### config.mk
export PLATFORM = sky130hd
export DESIGN_NAME = tick_task_scheduler_table_flat
export DESIGN_NICKNAME = d
export VERILOG_FILES = /design/src/hdl/ttst_pkg.sv /design/src/hdl/ttst_if.sv /design/src/hdl/ttst_cell.sv /design/src/hdl/ttst_head.sv /design/src/hdl/tick_task_scheduler_table.sv /design/src/flat_wrapper.sv
export VERILOG_INCLUDE_DIRS = /design/src /design/src/hdl
export SDC_FILE = /design/constraint.sdc
export NUM_CORES = 1
export LEC_CHECK = 0
export ABC_AREA = 1
export BUFFER_PORTS_ARGS = -buffer_cell sky130_fd_sc_hd__buf_2
export CAP_MARGIN = 20
export CORE_MARGIN = 4
export CORE_UTILIZATION = 62
export CTS_CLUSTER_SIZE = 28
export DETAILED_ROUTE_END_ITERATION = 7
export MAX_ROUTING_LAYER = met4
export PLACE_DENSITY = 0.79
export SETUP_SLACK_MARGIN = 0.05
export SLEW_MARGIN = 20
export SYNTH_ARGS = -nofsm -noshare
export SYNTH_HDL_FRONTEND = slang
export SYNTH_SLANG_ARGS = --single-unit
### constraint.sdc
create_clock -name clk_i -period 2.8 [get_ports clk_i]
set_input_delay 0.28 -clock clk_i [delete_from_list [all_inputs] [get_ports clk_i]]
set_output_delay 0.28 -clock clk_i [all_outputs]
set_load 0.005 [all_outputs]
### src/hdl/tick_task_scheduler_table_assert.svh
// Assertion macros for the tick task scheduler table.
`ifndef TICK_TASK_SCHEDULER_TABLE_ASSERT_SVH
`define TICK_TASK_SCHEDULER_TABLE_ASSERT_SVH
`ifndef SYNTHESIS
`define TTST_ASSERT(lbl, prop) \
  lbl: assert property (@(posedge clk_i) disable iff (!rst_ni) (prop)) \
    else $error("tick_task_scheduler_table: assertion failed");
`define TTST_ASSERT_IMPL(lbl, ante, cons) `TTST_ASSERT(lbl, (ante) |-> (cons))
`define TTST_ASSERT_NEXT(lbl, ante, cons) `TTST_ASSERT(lbl, (ante) |=> (cons))
`else
`define TTST_ASSERT(lbl, prop)
`define TTST_ASSERT_IMPL(lbl, ante, cons)
`define TTST_ASSERT_NEXT(lbl, ante, cons)
`endif
`endif

### src/hdl/ttst_pkg.sv
// Shared types and constants of the tick task scheduler table.
package ttst_pkg;

  localparam int TASKS       = 8;
  localparam int MAX_RESULTS = 8;
  localparam int STEP_W      = (TASKS > 1) ? $clog2(TASKS) : 1;
  localparam int CNT_W       = $clog2(MAX_RESULTS + 1);
  localparam int SLOT_W      = 4;

  typedef enum logic [1:0] {
    OP_TICK     = 2'd0,
    OP_ADD      = 2'd1,
    OP_DELETE   = 2'd2,
    OP_DISPATCH = 2'd3
  } op_e;

  typedef enum logic [1:0] {
    KIND_ADD    = 2'd0,
    KIND_DELETE = 2'd1,
    KIND_RUN    = 2'd2,
    KIND_NONE   = 2'd3
  } kind_e;

  typedef struct packed {
    logic        valid;
    logic [7:0]  task_handle;
    logic [15:0] delay;
    logic [15:0] period;
    logic [7:0]  pending;
  } slot_t;

  // Controls from the sequencer to the slot update unit.
  typedef struct packed {
    op_e         op;
    logic [7:0]  task_handle;
    logic [15:0] first_delay;
    logic [15:0] repeat_period;
    logic        del_hit;
    logic        add_open;
    logic        disp_open;
  } head_ctl_t;

  // Status back from the slot update unit.
  typedef struct packed {
    logic claim;
    logic run;
  } head_res_t;

endpackage

### src/hdl/ttst_if.sv
// Valid/ready channel interfaces for scheduler requests and replies.
interface ttst_in_if;
  logic        valid;
  logic        ready;
  logic [1:0]  operation;
  logic [7:0]  task_handle;
  logic [15:0] first_delay;
  logic [15:0] repeat_period;
  logic [2:0]  slot_index;

  modport source (
    output valid, operation, task_handle, first_delay, repeat_period, slot_index,
    input  ready
  );
  modport sink (
    input  valid, operation, task_handle, first_delay, repeat_period, slot_index,
    output ready
  );
endinterface

interface ttst_out_if;
  logic       valid;
  logic       ready;
  logic [1:0] reply_kind;
  logic [3:0] slot;
  logic [7:0] run_handle;
  logic       last;

  modport source (
    output valid, reply_kind, slot, run_handle, last,
    input  ready
  );
  modport sink (
    input  valid, reply_kind, slot, run_handle, last,
    output ready
  );
endinterface

### src/hdl/ttst_cell.sv
// One slot cell of the rotating slot ring.
module ttst_cell (
  input  logic            clk_i,
  input  logic            rst_ni,
  input  logic            shift_i,
  input  ttst_pkg::slot_t slot_i,
  output ttst_pkg::slot_t slot_o
);

  ttst_pkg::slot_t slot_q;

  always_ff @(posedge clk_i or negedge rst_ni) begin
    if (!rst_ni) begin
      slot_q <= '0;
    end else if (shift_i) begin
      slot_q <= slot_i;
    end
  end

  assign slot_o = slot_q;

endmodule

### src/hdl/ttst_head.sv
// Slot update unit: applies the current operation to the slot leaving the ring head.
module ttst_head (
  input  ttst_pkg::slot_t     slot_i,
  input  ttst_pkg::head_ctl_t ctl_i,
  output ttst_pkg::slot_t     slot_o,
  output ttst_pkg::head_res_t res_o
);

  always_comb begin
    slot_o = slot_i;
    res_o  = '0;
    case (ctl_i.op)
      ttst_pkg::OP_TICK: begin
        if (slot_i.valid) begin
          if (slot_i.delay == '0) begin
            if (slot_i.pending != 8'hFF) begin
              slot_o.pending = slot_i.pending + 8'd1;
            end
            if (slot_i.period != '0) begin
              slot_o.delay = slot_i.period - 16'd1;
            end
          end else begin
            slot_o.delay = slot_i.delay - 16'd1;
          end
        end
      end
      ttst_pkg::OP_ADD: begin
        if (ctl_i.add_open && !slot_i.valid) begin
          slot_o.valid       = 1'b1;
          slot_o.task_handle = ctl_i.task_handle;
          slot_o.delay       = ctl_i.first_delay;
          slot_o.period      = ctl_i.repeat_period;
          slot_o.pending     = '0;
          res_o.claim        = 1'b1;
        end
      end
      ttst_pkg::OP_DELETE: begin
        if (ctl_i.del_hit) begin
          slot_o = '0;
        end
      end
      default: begin
        if (ctl_i.disp_open && slot_i.valid && slot_i.pending != '0) begin
          res_o.run      = 1'b1;
          slot_o.pending = slot_i.pending - 8'd1;
          // one-shot task leaves the table once dispatched
          if (slot_i.period == '0) begin
            slot_o = '0;
          end
        end
      end
    endcase
  end

endmodule

### src/hdl/tick_task_scheduler_table.sv
// Every item walks the slot ring once, one slot per cycle through the shared update unit
// while the ring is not frozen; add, delete and nothing-ready replies come from a reply
// state after the walk. Requests are accepted only in the idle state, so no new request is
// taken before the last one is through; a dispatch result waiting on the output register
// freezes the ring until it is taken.
// Reset clears all slots and the output register at once; no clearing pass.
module tick_task_scheduler_table (
  input  logic       clk_i,
  input  logic       rst_ni,
  ttst_in_if.sink    in_i,
  ttst_out_if.source out_o
);

`include "tick_task_scheduler_table_assert.svh"

  typedef enum logic [1:0] {
    ST_IDLE,
    ST_WALK,
    ST_REPLY
  } state_e;

  state_e                        state_q;
  logic [ttst_pkg::STEP_W-1:0]   step_q;
  ttst_pkg::op_e                 op_q;
  logic [7:0]                    handle_q;
  logic [15:0]                   delay_q;
  logic [15:0]                   period_q;
  logic [2:0]                    index_q;
  logic                          found_q;
  logic [ttst_pkg::STEP_W-1:0]   found_idx_q;
  logic [ttst_pkg::CNT_W-1:0]    cnt_q;
  logic [ttst_pkg::TASKS-1:0]    due_q;

  logic                          out_valid_q;
  ttst_pkg::kind_e               kind_q;
  logic [ttst_pkg::SLOT_W-1:0]   slot_q;
  logic [7:0]                    run_handle_q;
  logic                          last_q;

  ttst_pkg::slot_t               slots [ttst_pkg::TASKS];
  ttst_pkg::slot_t               head_nxt;
  ttst_pkg::head_ctl_t           ctl;
  ttst_pkg::head_res_t           res;
  logic [ttst_pkg::TASKS-1:0]    due;
  logic                          can_emit;
  logic                          advance;
  logic                          shift_en;
  logic                          last_step;
  logic                          later_due;
  logic                          out_load;

  // ring: each cell takes its upper neighbor, the top cell takes the updated head slot
  for (genvar i = 0; i < ttst_pkg::TASKS; i++) begin : g_ring
    ttst_pkg::slot_t nxt;
    if (i == ttst_pkg::TASKS - 1) begin : g_top
      assign nxt = head_nxt;
    end else begin : g_mid
      assign nxt = slots[i+1];
    end
    ttst_cell u_cell (
      .clk_i  (clk_i),
      .rst_ni (rst_ni),
      .shift_i(shift_en),
      .slot_i (nxt),
      .slot_o (slots[i])
    );
    assign due[i] = slots[i].valid && (slots[i].pending != '0);
  end

  always_comb begin
    ctl.op            = op_q;
    ctl.task_handle   = handle_q;
    ctl.first_delay   = delay_q;
    ctl.repeat_period = period_q;
    ctl.del_hit       = (op_q == ttst_pkg::OP_DELETE) && (int'(index_q) == int'(step_q));
    ctl.add_open      = !found_q;
    ctl.disp_open     = cnt_q < ttst_pkg::CNT_W'(ttst_pkg::MAX_RESULTS);
  end

  ttst_head u_head (
    .slot_i(slots[0]),
    .ctl_i (ctl),
    .slot_o(head_nxt),
    .res_o (res)
  );

  always_comb begin
    can_emit  = !out_valid_q || out_o.ready;
    advance   = !res.run || can_emit;
    shift_en  = (state_q == ST_WALK) && advance;
    last_step = step_q == ttst_pkg::STEP_W'(ttst_pkg::TASKS - 1);
    // due mask is taken at accept; later slots are untouched until their turn
    later_due = ((due_q >> step_q) >> 1) != '0;
    out_load  = (shift_en && res.run) || ((state_q == ST_REPLY) && can_emit);
  end

  always_ff @(posedge clk_i or negedge rst_ni) begin
    if (!rst_ni) begin
      state_q      <= ST_IDLE;
      step_q       <= '0;
      op_q         <= ttst_pkg::OP_TICK;
      handle_q     <= '0;
      delay_q      <= '0;
      period_q     <= '0;
      index_q      <= '0;
      found_q      <= 1'b0;
      found_idx_q  <= '0;
      cnt_q        <= '0;
      due_q        <= '0;
      out_valid_q  <= 1'b0;
      kind_q       <= ttst_pkg::KIND_ADD;
      slot_q       <= '0;
      run_handle_q <= '0;
      last_q       <= 1'b0;
    end else begin
      if (out_o.ready && !out_load) begin
        out_valid_q <= 1'b0;
      end
      unique case (state_q)
        ST_IDLE: begin
          if (in_i.valid) begin
            op_q     <= ttst_pkg::op_e'(in_i.operation);
            handle_q <= in_i.task_handle;
            delay_q  <= in_i.first_delay;
            period_q <= in_i.repeat_period;
            index_q  <= in_i.slot_index;
            due_q    <= due;
            step_q   <= '0;
            found_q  <= 1'b0;
            cnt_q    <= '0;
            state_q  <= ST_WALK;
          end
        end
        ST_WALK: begin
          if (advance) begin
            step_q <= last_step ? '0 : step_q + ttst_pkg::STEP_W'(1);
            if (res.claim) begin
              found_q     <= 1'b1;
              found_idx_q <= step_q;
            end
            if (res.run) begin
              out_valid_q  <= 1'b1;
              kind_q       <= ttst_pkg::KIND_RUN;
              slot_q       <= ttst_pkg::SLOT_W'(step_q);
              run_handle_q <= slots[0].task_handle;
              last_q       <= !later_due ||
                              (cnt_q == ttst_pkg::CNT_W'(ttst_pkg::MAX_RESULTS - 1));
              cnt_q        <= cnt_q + ttst_pkg::CNT_W'(1);
            end
            if (last_step) begin
              case (op_q)
                ttst_pkg::OP_TICK: begin
                  state_q <= ST_IDLE;
                end
                ttst_pkg::OP_DISPATCH: begin
                  state_q <= (cnt_q == '0 && !res.run) ? ST_REPLY : ST_IDLE;
                end
                default: begin
                  state_q <= ST_REPLY;
                end
              endcase
            end
          end
        end
        ST_REPLY: begin
          if (can_emit) begin
            out_valid_q  <= 1'b1;
            run_handle_q <= '0;
            last_q       <= 1'b1;
            unique case (op_q)
              ttst_pkg::OP_ADD: begin
                kind_q <= ttst_pkg::KIND_ADD;
                slot_q <= found_q ? ttst_pkg::SLOT_W'(found_idx_q)
                                  : ttst_pkg::SLOT_W'(ttst_pkg::TASKS);
              end
              ttst_pkg::OP_DELETE: begin
                kind_q <= ttst_pkg::KIND_DELETE;
                slot_q <= ttst_pkg::SLOT_W'(index_q);
              end
              default: begin
                kind_q <= ttst_pkg::KIND_NONE;
                slot_q <= '0;
              end
            endcase
            state_q <= ST_IDLE;
          end
        end
        default: begin
          state_q <= ST_IDLE;
        end
      endcase
    end
  end

  assign in_i.ready       = state_q == ST_IDLE;
  assign out_o.valid      = out_valid_q;
  assign out_o.reply_kind = kind_q;
  assign out_o.slot       = slot_q;
  assign out_o.run_handle = run_handle_q;
  assign out_o.last       = last_q;

  `TTST_ASSERT(a_step_bound, step_q <= ttst_pkg::STEP_W'(ttst_pkg::TASKS - 1))
  `TTST_ASSERT(a_cnt_bound, cnt_q <= ttst_pkg::CNT_W'(ttst_pkg::MAX_RESULTS))
  `TTST_ASSERT_IMPL(a_load_free, out_load, !out_valid_q || out_o.ready)
  `TTST_ASSERT_NEXT(a_accept_walk, in_i.valid && in_i.ready, state_q == ST_WALK && step_q == '0)

endmodule

### src/flat_wrapper.sv
// flat-port wrapper written by rule: the top's interface ports become plain ports
module tick_task_scheduler_table_flat 
  (clk_i, rst_ni, in_i_valid, in_i_operation, in_i_task_handle, in_i_first_delay, in_i_repeat_period, in_i_slot_index, in_i_ready, out_o_valid, out_o_reply_kind, out_o_slot, out_o_run_handle, out_o_last, out_o_ready);
  ttst_in_if in_i_i ();
  ttst_out_if out_o_i ();
  input  logic clk_i;
  input  logic rst_ni;
  input wire logic [$bits(in_i_i.valid)-1:0] in_i_valid;
  input wire logic [$bits(in_i_i.operation)-1:0] in_i_operation;
  input wire logic [$bits(in_i_i.task_handle)-1:0] in_i_task_handle;
  input wire logic [$bits(in_i_i.first_delay)-1:0] in_i_first_delay;
  input wire logic [$bits(in_i_i.repeat_period)-1:0] in_i_repeat_period;
  input wire logic [$bits(in_i_i.slot_index)-1:0] in_i_slot_index;
  output wire logic [$bits(in_i_i.ready)-1:0] in_i_ready;
  output wire logic [$bits(out_o_i.valid)-1:0] out_o_valid;
  output wire logic [$bits(out_o_i.reply_kind)-1:0] out_o_reply_kind;
  output wire logic [$bits(out_o_i.slot)-1:0] out_o_slot;
  output wire logic [$bits(out_o_i.run_handle)-1:0] out_o_run_handle;
  output wire logic [$bits(out_o_i.last)-1:0] out_o_last;
  input wire logic [$bits(out_o_i.ready)-1:0] out_o_ready;
  assign in_i_i.valid = in_i_valid;
  assign in_i_i.operation = in_i_operation;
  assign in_i_i.task_handle = in_i_task_handle;
  assign in_i_i.first_delay = in_i_first_delay;
  assign in_i_i.repeat_period = in_i_repeat_period;
  assign in_i_i.slot_index = in_i_slot_index;
  assign in_i_ready = in_i_i.ready;
  assign out_o_valid = out_o_i.valid;
  assign out_o_reply_kind = out_o_i.reply_kind;
  assign out_o_slot = out_o_i.slot;
  assign out_o_run_handle = out_o_i.run_handle;
  assign out_o_last = out_o_i.last;
  assign out_o_i.ready = out_o_ready;
  tick_task_scheduler_table u_core (.clk_i(clk_i), .rst_ni(rst_ni), .in_i(in_i_i), .out_o(out_o_i));
endmodule
* After elaboration in Yosys (flattened, before gate mapping)
Cells that the tools add are included.
** Word-level totals
- Word-level logic and storage cells :: 192
- Output and inout bits :: 17
- Input bits :: 49
- Bits in latches :: 0
- RAM bits :: 0
- Bits in read-only memories :: 0
- Memories :: 0
- Register bits :: 474
** Operators by class
- $add $sub $neg :: 6
- Multiply operators :: 0
- Reductions and logical operators :: 52
- Equality and inequality tests :: 15
- Bitwise gates (word level) :: 0
- Div/mod/pow operators :: 0
- $lt $le $gt $ge :: 1
- Shift-type cells :: 1
- Mux-type cells :: 61
** Operators by type and width (count)
- two-way mux 49 bit :: 4
- case mux 16 bit (3 select lines) :: 2
- nonzero test 8 bit :: 9
- two-way mux 16 bit :: 3
- two-way mux 8 bit :: 6
- zero test 16 bit :: 2
- subtractor 16 x 1 -> 16 bit (second input constant) :: 2
- two-way mux 4 bit :: 7
- case mux 9 bit (3 select lines) :: 1
- case mux 4 bit (2 select lines) :: 3
- case mux 8 bit (3 select lines) :: 1
- logical AND 1 bit :: 17
- two-way mux 2 bit :: 8
- case mux 8 bit (2 select lines) :: 1
- AND reduction 4 bit :: 4
- nonzero test 16 bit :: 1
- two-way mux 1 bit :: 14
- case mux 2 bit (2 select lines) :: 3
- != test 2 x 1 -> 1 bit (second input constant) :: 5
- two-way mux 3 bit :: 3
- adder 8 x 1 -> 8 bit (second input constant) :: 1
- != test 8 bit (second input constant) :: 1
- >> shifter 8 x 3 -> 8 bit :: 1
- subtractor 8 x 1 -> 8 bit (second input constant) :: 1
- 20 further kinds :: 36

* Longest topological paths before layout
Gate-level depths: netlist (run 1).
- Depth after elaboration :: 16
- Gate-level depth with buffers :: 15
- Gate-level depth less buffers :: 15

* By module
Synthesis (run 1) repeated with hierarchy kept, for this count alone.
** Second synthesis, totals
- Cell total of the unflattened synthesis :: 2709
- Area, all modules :: 21414.3 µm²
** By module, submodules not included
- ttst_cell :: times used 8, sequential area each 1226.2 µm², cells an instance 208, area an instance 1858.0 µm²
- tick_task_scheduler_table :: times used 1, sequential area each 2026.9 µm², cells an instance 469, area an instance 3734.8 µm²
- ttst_head :: times used 1, sequential area each 0.0 µm², cells an instance 576, area an instance 2815.2 µm²

* Least setup slack after synthesis (run 1)
OpenSTA, ideal clock, no wires.
- Path kind :: register to register
- Start point :: reg u_core.g_ring[0].u_cell.slot_q (netlist bit u_core.g_ring[0].u_cell.slot_o[8])
- End point :: reg u_core.g_ring[7].u_cell.slot_q (netlist bit u_core.g_ring[7].u_cell.slot_o[36])
- Arrival time :: 1.815 ns
- Slack :: 0.867 ns
- Cell stages (with the launch flop) :: 15
- Library setup time :: 0.118 ns
- Clock period less this slack :: 1.933 ns
- Required time :: 2.682 ns
- Buffers on the path :: 1
- Cell sequence :: dfrtp_1 > inv_1 > ha_1 > inv_1 > nor2_1 > nand3_1 > nor2_2 > nand2_1 > inv_1 > nand2_1 > nand2_2 > buf_2 > o21ai_0 > a21oi_1 > nor2_1
** Between the ends
- Cells in the longest elaborated chain, start to end :: 5
- Elaborated cells on any way between the ends :: 9
- Classes of those cells :: 1 x add/sub; 6 x mux; 2 x reduce/logical
** Ends and longest elaborated chain
- start: declaration :: line ttst_cell.sv:10 : ttst_pkg::slot_t slot_q;
- start signal: assignment :: line ttst_cell.sv:16 : slot_q <= slot_i;
- subtractor 16 x 1 -> 16 bit or nonzero test 16 bit (tied branches) :: line ttst_head.sv:20, ttst_head.sv:19
- two-way mux 16 bit :: line ttst_head.sv:19 : if (slot_i.period != '0) begin
- two-way mux 16 bit :: line ttst_head.sv:15 : if (slot_i.delay == '0) begin
- two-way mux 16 bit :: line ttst_head.sv:14 : if (slot_i.valid) begin
- case mux 16 bit (3 select lines) (*) :: line ttst_head.sv:12 : case (ctl_i.op)
- end signal: assignment :: line ttst_cell.sv:16
- end: declaration :: line ttst_cell.sv:10
Every way passes the cells marked *; elsewhere a longest branch is shown, timed or not.
A chain may end at the register's enable or synchronous reset.

* Worst setup path in the final report (run 1)
- Start point :: reg u_core.g_ring[0].u_cell.slot_q (netlist bit u_core.g_ring[0].u_cell.slot_o[0])
- End point :: reg u_core.g_ring[2].u_cell.slot_q (netlist bit u_core.g_ring[2].u_cell.slot_o[18])
** Between the ends
- Cells in the longest elaborated chain, start to end :: 7
** Ends and longest elaborated chain
- nonzero test 8 bit :: line ttst_head.sv:43 : if (ctl_i.disp_open && slot_i.valid && slot_i.pending != '0) begin
- logical AND 1 bit :: line ttst_head.sv:43
- two-way mux 1 bit :: line ttst_head.sv:43
- two-way mux 1 bit :: line ttst_head.sv:12
- zero test 1 bit :: line tick_task_scheduler_table.sv:89 : advance = !res.run || can_emit;
- logical OR 1 bit :: line tick_task_scheduler_table.sv:89
- logical AND 1 bit :: line tick_task_scheduler_table.sv:90 : shift_en = (state_q == ST_WALK) && advance;
- end signal: assignment :: line ttst_cell.sv:16
- end: declaration :: line ttst_cell.sv:10
No other way between the ends.

==> results of run 1 <==
## repair_timing
item	CTS	global route
hold buffers	44	0
setup buffers	0	0
gates resized for setup	0	0
hold endpoints to repair	112	0
## through the flow
stage	instances	power [uW]	worst slack [ns]	instance area, sq um	utilization
after floorplan	2591	19900	0.867	21400	-
after global placement	3016	23200	0.430	22200	0.658
after detailed placement	3016	23600	0.308	22200	0.658
after CTS	3147	30600	0.269	24300	0.720
after global routing	3149	33000	0.0688	24300	0.720
final	3149	30700	0.245	24300	0.720
## layout make-up
class | count | area (sq um)
Antenna cell | 2 | 5.00
Clock buffer | 66 | 1370
Clock inverter | 21 | 308
Fill cell | 2527 | 9450
Inverter | 276 | 1050
Multi-Input combinational cell | 1703 | 7840
Sequential cell | 473 | 11800
Tap cell | 448 | 561
Timing Repair Buffer | 160 | 1370
## critical path, delay by kind of cell, from the launching register on
family	cells	cell delay, ns
AND/OR/NAND/NOR	7	0.89
buffers and inverters	3	0.65
flip-flops	1	0.39
adder cells (fa/ha/maj)	1	0.26
AO/OA/AOI/OAI	1	0.08
## final timing paths
| path | from | endpoint | slack, ns | cells after the start |
|---|---|---|---|---|
| min | in_i_first_delay[2] | u_core.delay_q[2]$_DFFE_PN0P_ | 0.03 | 3 |
| min in group asynchronous | rst_ni | u_core.out_o.reply_kind[1]$_DFFE_PN0P_ | 0.29 | 2 |
| max reg2reg | u_core.g_ring[0].u_cell.slot_o[0]$_DFFE_PN0P_ | u_core.g_ring[2].u_cell.slot_o[18]$_DFFE_PN0P_ | 0.24 | 12 |
| min reg2reg | u_core.g_ring[6].u_cell.slot_o[14]$_DFFE_PN0P_ | u_core.g_ring[5].u_cell.slot_o[14]$_DFFE_PN0P_ | 0.48 | 2 |
| max in group asynchronous | rst_ni | u_core.g_ring[4].u_cell.slot_o[13]$_DFFE_PN0P_ | 1.54 | 4 |
| max | u_core.g_ring[0].u_cell.slot_o[0]$_DFFE_PN0P_ | u_core.g_ring[2].u_cell.slot_o[18]$_DFFE_PN0P_ | 0.24 | 12 |
## power by group through the flow
stage | Combinational, uW | Sequential (uW) | Clock (uW)
after floorplan | 8820 | 11000 | 0
after global placement | 11600 | 11600 | 0
after detailed placement | 12000 | 11700 | 0
after CTS | 12200 | 11600 | 6830
after global routing | 13900 | 11900 | 7140
final | 12300 | 11700 | 6740
## metal layers
layer,vias up,wire [um],part of all wire,GRT usage
met5,-,0,0,-
met4,0,1440,0.026,0.0910
met3,110,3450,0.062,0.0408
met2,626,26300,0.47,0.478
met1,8702,24300,0.44,0.429
li1,8424,-,-,-
## synthesized netlist by cell type, drive strengths merged
master / count / area share
nor3b: 1 / 0.00035
nand3b: 5 / 0.0023
nand2: 794 / 0.14
a22o: 1 / 0.00041
dfrtp: 473 / 0.55
o21a: 1 / 0.00035
buf: 93 / 0.024
o31ai: 1 / 0.00035
o311ai: 2 / 0.00082
nor4: 13 / 0.0038
a32o: 1 / 0.00047
a22oi: 16 / 0.0056
nor2: 147 / 0.028
o211ai: 19 / 0.0067
nor3: 1 / 0.00023
o221ai: 4 / 0.0016
xor2: 20 / 0.0082
a21oi: 95 / 0.022
ha: 17 / 0.0099
o21ai: 444 / 0.10
nand3: 99 / 0.024
nand4: 5 / 0.0015
clkbuf: 46 / 0.0081
inv: 276 / 0.049
o22ai: 3 / 0.00088
a31oi: 11 / 0.0032
xnor2: 3 / 0.0012
## sequential cells by signal, indices dropped and copies added, names as in the netlist
register and flops:
u_core.index_q 3, u_core.out_o.slot 4, u_core.out_o.valid 1, u_core.found_q 1, u_core.cnt_q 4, u_core.out_o.run_handle 8, u_core.out_o.last 1, u_core.period_q 16
u_core.found_idx_q 3, u_core.g_ring.u_cell.slot_o 392, u_core.state_q 2, u_core.step_q 3, u_core.delay_q 16, u_core.op_q 2, u_core.handle_q 8, u_core.out_o.reply_kind 2
u_core.due_q 7
## cells by family after synthesis
family,after synthesis,share of synthesized area
XOR/XNOR,23,0.00942
adder cells (fa/ha/maj),17,0.00994
AND/OR/NAND/NOR,1065,0.200
buffers and inverters,415,0.0808
flip-flops,473,0.553
AO/OA/AOI/OAI,598,0.147
==> run_results.csv, run 1 <==
group,metric,value,unit
outcome,status,"finished clean",
placement,numPortBuffers,65,
routing,vias_per_cell,5.67,
routing,route.detailed.drc,0,
placement,place_congestion,0.964,
routing,via_count,17862,
grt,grt_max_degree,131,
pwr,p_clk_frac,0.220,
die,initial_utilization,0.633,
clocking,cts_tree,"yes",
synth,avgSynthCellArea,8.25,sq um
grt,grt_pass1_vias,17560,
pwr,power_density,1260,nW/um^2
grt,overflow,0,
pwr,p_leak,0.0117,uW
critical_path,setup.worst_path.class,"flop to flop",
sta,rsz0062_at_grt,"false",
die,core_region_area,33800,sq um
critical_path,worstPathRequired,3.24,ns
final_layout,area_growth,13.8,%
routing,drt-total-wl,55500,um
pwr,p_sw,12900,uW
pwr,power_frac_comb,0.400,
synth,synth-seq-cells,473,
synth,ys_warn_count,0,
pwr,peakVddDrop,0.855,mV
placement,dpl.hpwl,35900,um
hold_path,holdCritPathClass,"primary input to flop",
pwr,internal_power,17700,uW
sta,tightest_slew,1.04,ns
synth,syn-num-nets,2657,
clocking,cts_root_buffer,"clkbuf_16",
job,cap_viol_max_count,0,
critical_path,crit_chain,"inv_1 -> ha_1 -> nand3_1 -> nand3b_4 -> nand2_4 -> nor2_4 -> nand2_2 -> nand2_8 -> clkinv_8 -> buf_12 -> nand2_1 -> o21ai_0",
die,fp.dieW,194,um
synth,syn_inst,2591,
final_layout,drive_above_1_share,0.0826,
critical_path,cp-end-kind,"flop",
sta,finalCritPeriodShare,0.913,
sta,final.setup.tns,0,ns
critical_path,start_kind,"flop",
sta,clock.fmax,391,MHz
synth,ys_types,39,
sta,layout_min_cycle_time,2.56,ns
grt,antenna_found_initial,2,
clocking,cts_sinks,473,
clocking,clock_latency,0.58,ns
die,pin_count,66,
clocking,cts-buffers-inserted,47,
pwr,seq_power_share,0.380,
grt,grt_use_total,0.307,
routing,drt_iter0_drc,1565,
sta,fin_skew,0.0239,ns
die,row_count,67,
sta,setup_viol,0,
routing,post_drt_wl_per_cell,17.6,um
critical_path,critPathSlowestCell,"dfrtp_1",
clocking,htreeDepth,2,
sta,holdWs,0.0268,ns
synth,yosysSeqAreaShare,0.553,
critical_path,cp_data_arrival_time,3.00,ns
sta,slew-limit-headroom,0.303,
routing,drt-pass1-iter-count,7,
die,die_area,37500,sq um
final_layout,final_common_cell,"nand2_1",
routing,ant_nets,0,
pwr,switching_share,0.422,
sta,drv_slew,0,
clocking,clk_pin_slew_worst_paths,0.06,ns
critical_path,cpPeakStageDelay,0.39,ns
critical_path,crit_path_max_fanout,72,
synth,synth_area,21400,sq um
final_layout,nNetsFinal,2727,
final_layout,most-common-layout-cells,"789 x nand2_1, 473 x dfrtp_1, 331 x o21ai_0",
sta,hold_viol_final,0,
die,die_h,194,um
clocking,clk_path_buf_depth,3,
grt,grt_pass1_wl,91800,um
Power figures use the tool's default switching activity.
==> run 2: changes to the inputs <==
--- a/config.mk
+++ b/config.mk
@@ -7,14 +7,14 @@
 export NUM_CORES = 1
 export LEC_CHECK = 0
 export ABC_AREA = 1
-export BUFFER_PORTS_ARGS = -buffer_cell sky130_fd_sc_hd__buf_2
 export CAP_MARGIN = 20
 export CORE_MARGIN = 4
-export CORE_UTILIZATION = 62
+export CORE_UTILIZATION = 64
 export CTS_CLUSTER_SIZE = 28
 export DETAILED_ROUTE_END_ITERATION = 7
+export DONT_BUFFER_PORTS = 1
 export MAX_ROUTING_LAYER = met4
-export PLACE_DENSITY = 0.79
+export PLACE_DENSITY = 0.8
 export SETUP_SLACK_MARGIN = 0.05
 export SLEW_MARGIN = 20
 export SYNTH_ARGS = -nofsm -noshare
==> run 2 against run 1 <==
Compared with the run above:
- the flow now finishes with violations (negative hold slack, max-slew violations)
- setup slack better by 0.082 ns
- clock skew down 0.0078 ns
- sequential share of layout area up 0.74 points
- design area down 1.5%
- final cell count down 2.4%
- via count down 1.8%
- sequential power about the same
- routed wire length up 0.49%
- combinational power about the same
- clock power up 2%
- largest cell class unchanged
==> run_results.csv, run 2 (synthesis gave the netlist of run 1 again) <==
group,metric,value,unit
critical_path,ff2ff_path_depth,13,
placement,place_congestion,0.955,
outcome,status,"complete, but fails checks",
critical_path,crit_path_max_fanout,59,
sta,tightest_slew,2.26,ns
sta,rsz0062_at_grt,"false",
critical_path,reg2reg_slack,0.33,ns
grt,grt_pass1_vias,17354,
placement,dpl.hpwl,35200,um
grt,antenna_found_initial,1,
clocking,cts-buffers-inserted,46,
sta,finalCritPeriodShare,0.883,
sta,holdWs,-0.585,ns
pwr,peakVddDrop,0.815,mV
die,row_count,66,
final_layout,fin_util,0.731,
routing,drt_iter0_drc,1825,
sta,clock.fmax,404,MHz
clocking,cts_root_buffer,"clkbuf_16",
routing,drt-pass1-iter-count,6,
pwr,power_density,1290,nW/um^2
grt,grt_use_total,0.320,
final_layout,final_cell_area,24000,sq um
outcome,violations,"negative hold slack, max-slew violations",
grt,overflow,0,
critical_path,setup.worst_path.class,"flop to flop",
final_layout,drive_above_1_share,0.0582,
critical_path,cp_data_arrival_time,2.90,ns
clocking,clock_latency,0.56,ns
sta,final.setup.tns,0,ns
die,fp.dieW,191,um
final_layout,nNetsFinal,2657,
sta,setup_slack,0.327,ns
sta,hold_viol_final,473,
die,die_area,36400,sq um
critical_path,start_kind,"flop",
clocking,clk_pin_slew_worst_paths,0.06,ns
sta,layout_min_cycle_time,2.47,ns
final_layout,largest_register_ffs,392,
grt,grt_pass1_wl,90900,um
die,initial_utilization,0.652,
placement,numPortBuffers,0,
job,cap_viol_max_count,0,
die,die_h,191,um
critical_path,worstPathRequired,3.23,ns
die,core_region_area,32800,sq um
clocking,cts_tree,"yes",
final_layout,area_growth,12.1,%
critical_path,r2r-start,"u_core.g_ring[0].u_cell.slot_o[0]$_DFFE_PN0P_",
hold_path,holdCritPathClass,"primary input to asynchronous set/reset pin",
sta,slew-limit-headroom,-0.504,
sta,setup_viol,0,
routing,drt-total-wl,55800,um
sta,drv_slew,269,
final_layout,most-common-layout-cells,"789 x nand2_1, 473 x dfrtp_1, 331 x o21ai_0",
critical_path,cp-end-kind,"flop",
clocking,holdBufCountCts,46,
die,pin_count,66,
grt,grt_max_degree,474,
pwr,p_leak,0.0113,uW
sta,fin_skew,0.0161,ns
routing,via_count,17541,
clocking,htreeDepth,2,
routing,ant_nets,0,
final_layout,final_common_cell,"nand2_1",
routing,route.detailed.drc,0,
critical_path,r2r_end,"u_core.g_ring[4].u_cell.slot_o[45]$_DFFE_PN0P_",
clocking,cts_sinks,473,
routing,vias_per_cell,5.71,
placement,pre_cts_ws,0.301,ns
clocking,cts_setup_buffers,0,
placement,dpl_cell_area,21800,sq um
clocking,clk_path_buf_depth,3,
routing,post_drt_wl_per_cell,18.2,um
[run 2: cell types whose count changed in the layout (fill, tap and decap cells not counted), moves of 3 or more]
cell / change
buf_2: -64
clkinvlp_4: +3
buf_4: -3
clkinv_2: -4
clkbuf_8: +5
buf_12: -4
[run 2: how the worst max path moves through the flow]
stage	cells after the start	from	to
floorplan	14	u_core.g_ring[0].u_cell.slot_o[8]$_DFFE_PN0P_	u_core.g_ring[7].u_cell.slot_o[36]$_DFFE_PN0P_
global placement	11	u_core.g_ring[0].u_cell.slot_o[0]$_DFFE_PN0P_	u_core.g_ring[6].u_cell.slot_o[29]$_DFFE_PN0P_
detailed placement	11	u_core.g_ring[0].u_cell.slot_o[0]$_DFFE_PN0P_	u_core.g_ring[4].u_cell.slot_o[37]$_DFFE_PN0P_
CTS	12	u_core.g_ring[0].u_cell.slot_o[0]$_DFFE_PN0P_	u_core.g_ring[7].u_cell.slot_o[32]$_DFFE_PN0P_
global route	12	u_core.g_ring[0].u_cell.slot_o[0]$_DFFE_PN0P_	u_core.g_ring[4].u_cell.slot_o[11]$_DFFE_PN0P_
finish	13	u_core.g_ring[0].u_cell.slot_o[0]$_DFFE_PN0P_	u_core.g_ring[4].u_cell.slot_o[45]$_DFFE_PN0P_
[run 2: routing by layer]
metal	vias to the layer above	wire, um	GRT usage	share of wire
met5	-	0	-	0
met4	0	1320	0.0887	0.024
met3	104	3360	0.0439	0.060
met2	597	27000	0.511	0.48
met1	8561	24100	0.438	0.43
li1	8279	-	-	-
[run 2: worst max-delay path: stages, from the launching register on]
cell	delay (ns)
dfrtp_1	0.40
inv_1	0.13
ha_1	0.27
nand3_1	0.13
nand3b_4	0.15
nand2_4	0.09
nor2_4	0.15
nand2_2	0.11
nand2_8	0.11
clkinv_8	0.22
buf_12	0.26
buf_12	0.17
nand2_1	0.05
o21ai_0	0.08
[run 2: final cells by class]
cell class / instances / area, sq um
sequential: 473 / 11800
fill: 2345 / 8810
multi-input combinational: 1703 / 7850
clock buffer: 70 / 1460
inverter: 276 / 1050
timing repair buffer: 91 / 965
tap: 442 / 553
clock inverter: 16 / 268
antenna: 1 / 2.50
[run 2: what timing repair did]
action,CTS,global route
gates resized for setup,0,2
hold endpoints to repair,519,473
setup endpoints to repair,0,13
[run 2: metrics by stage]
step                      std cells  total power (uW)
after detailed placement       2939             23500
final                          3072             30800
after global routing           3072             33000
after CTS                      3071             30700
after global placement         2939             23100
after floorplan                2591             19900
[run 2: report_power, final]
group	switching (uW)	internal, uW	total [uW]
registers	1940	9790	11700
clock network	2620	4230	6850
logic	8330	3930	12300
total	12900	18000	30800
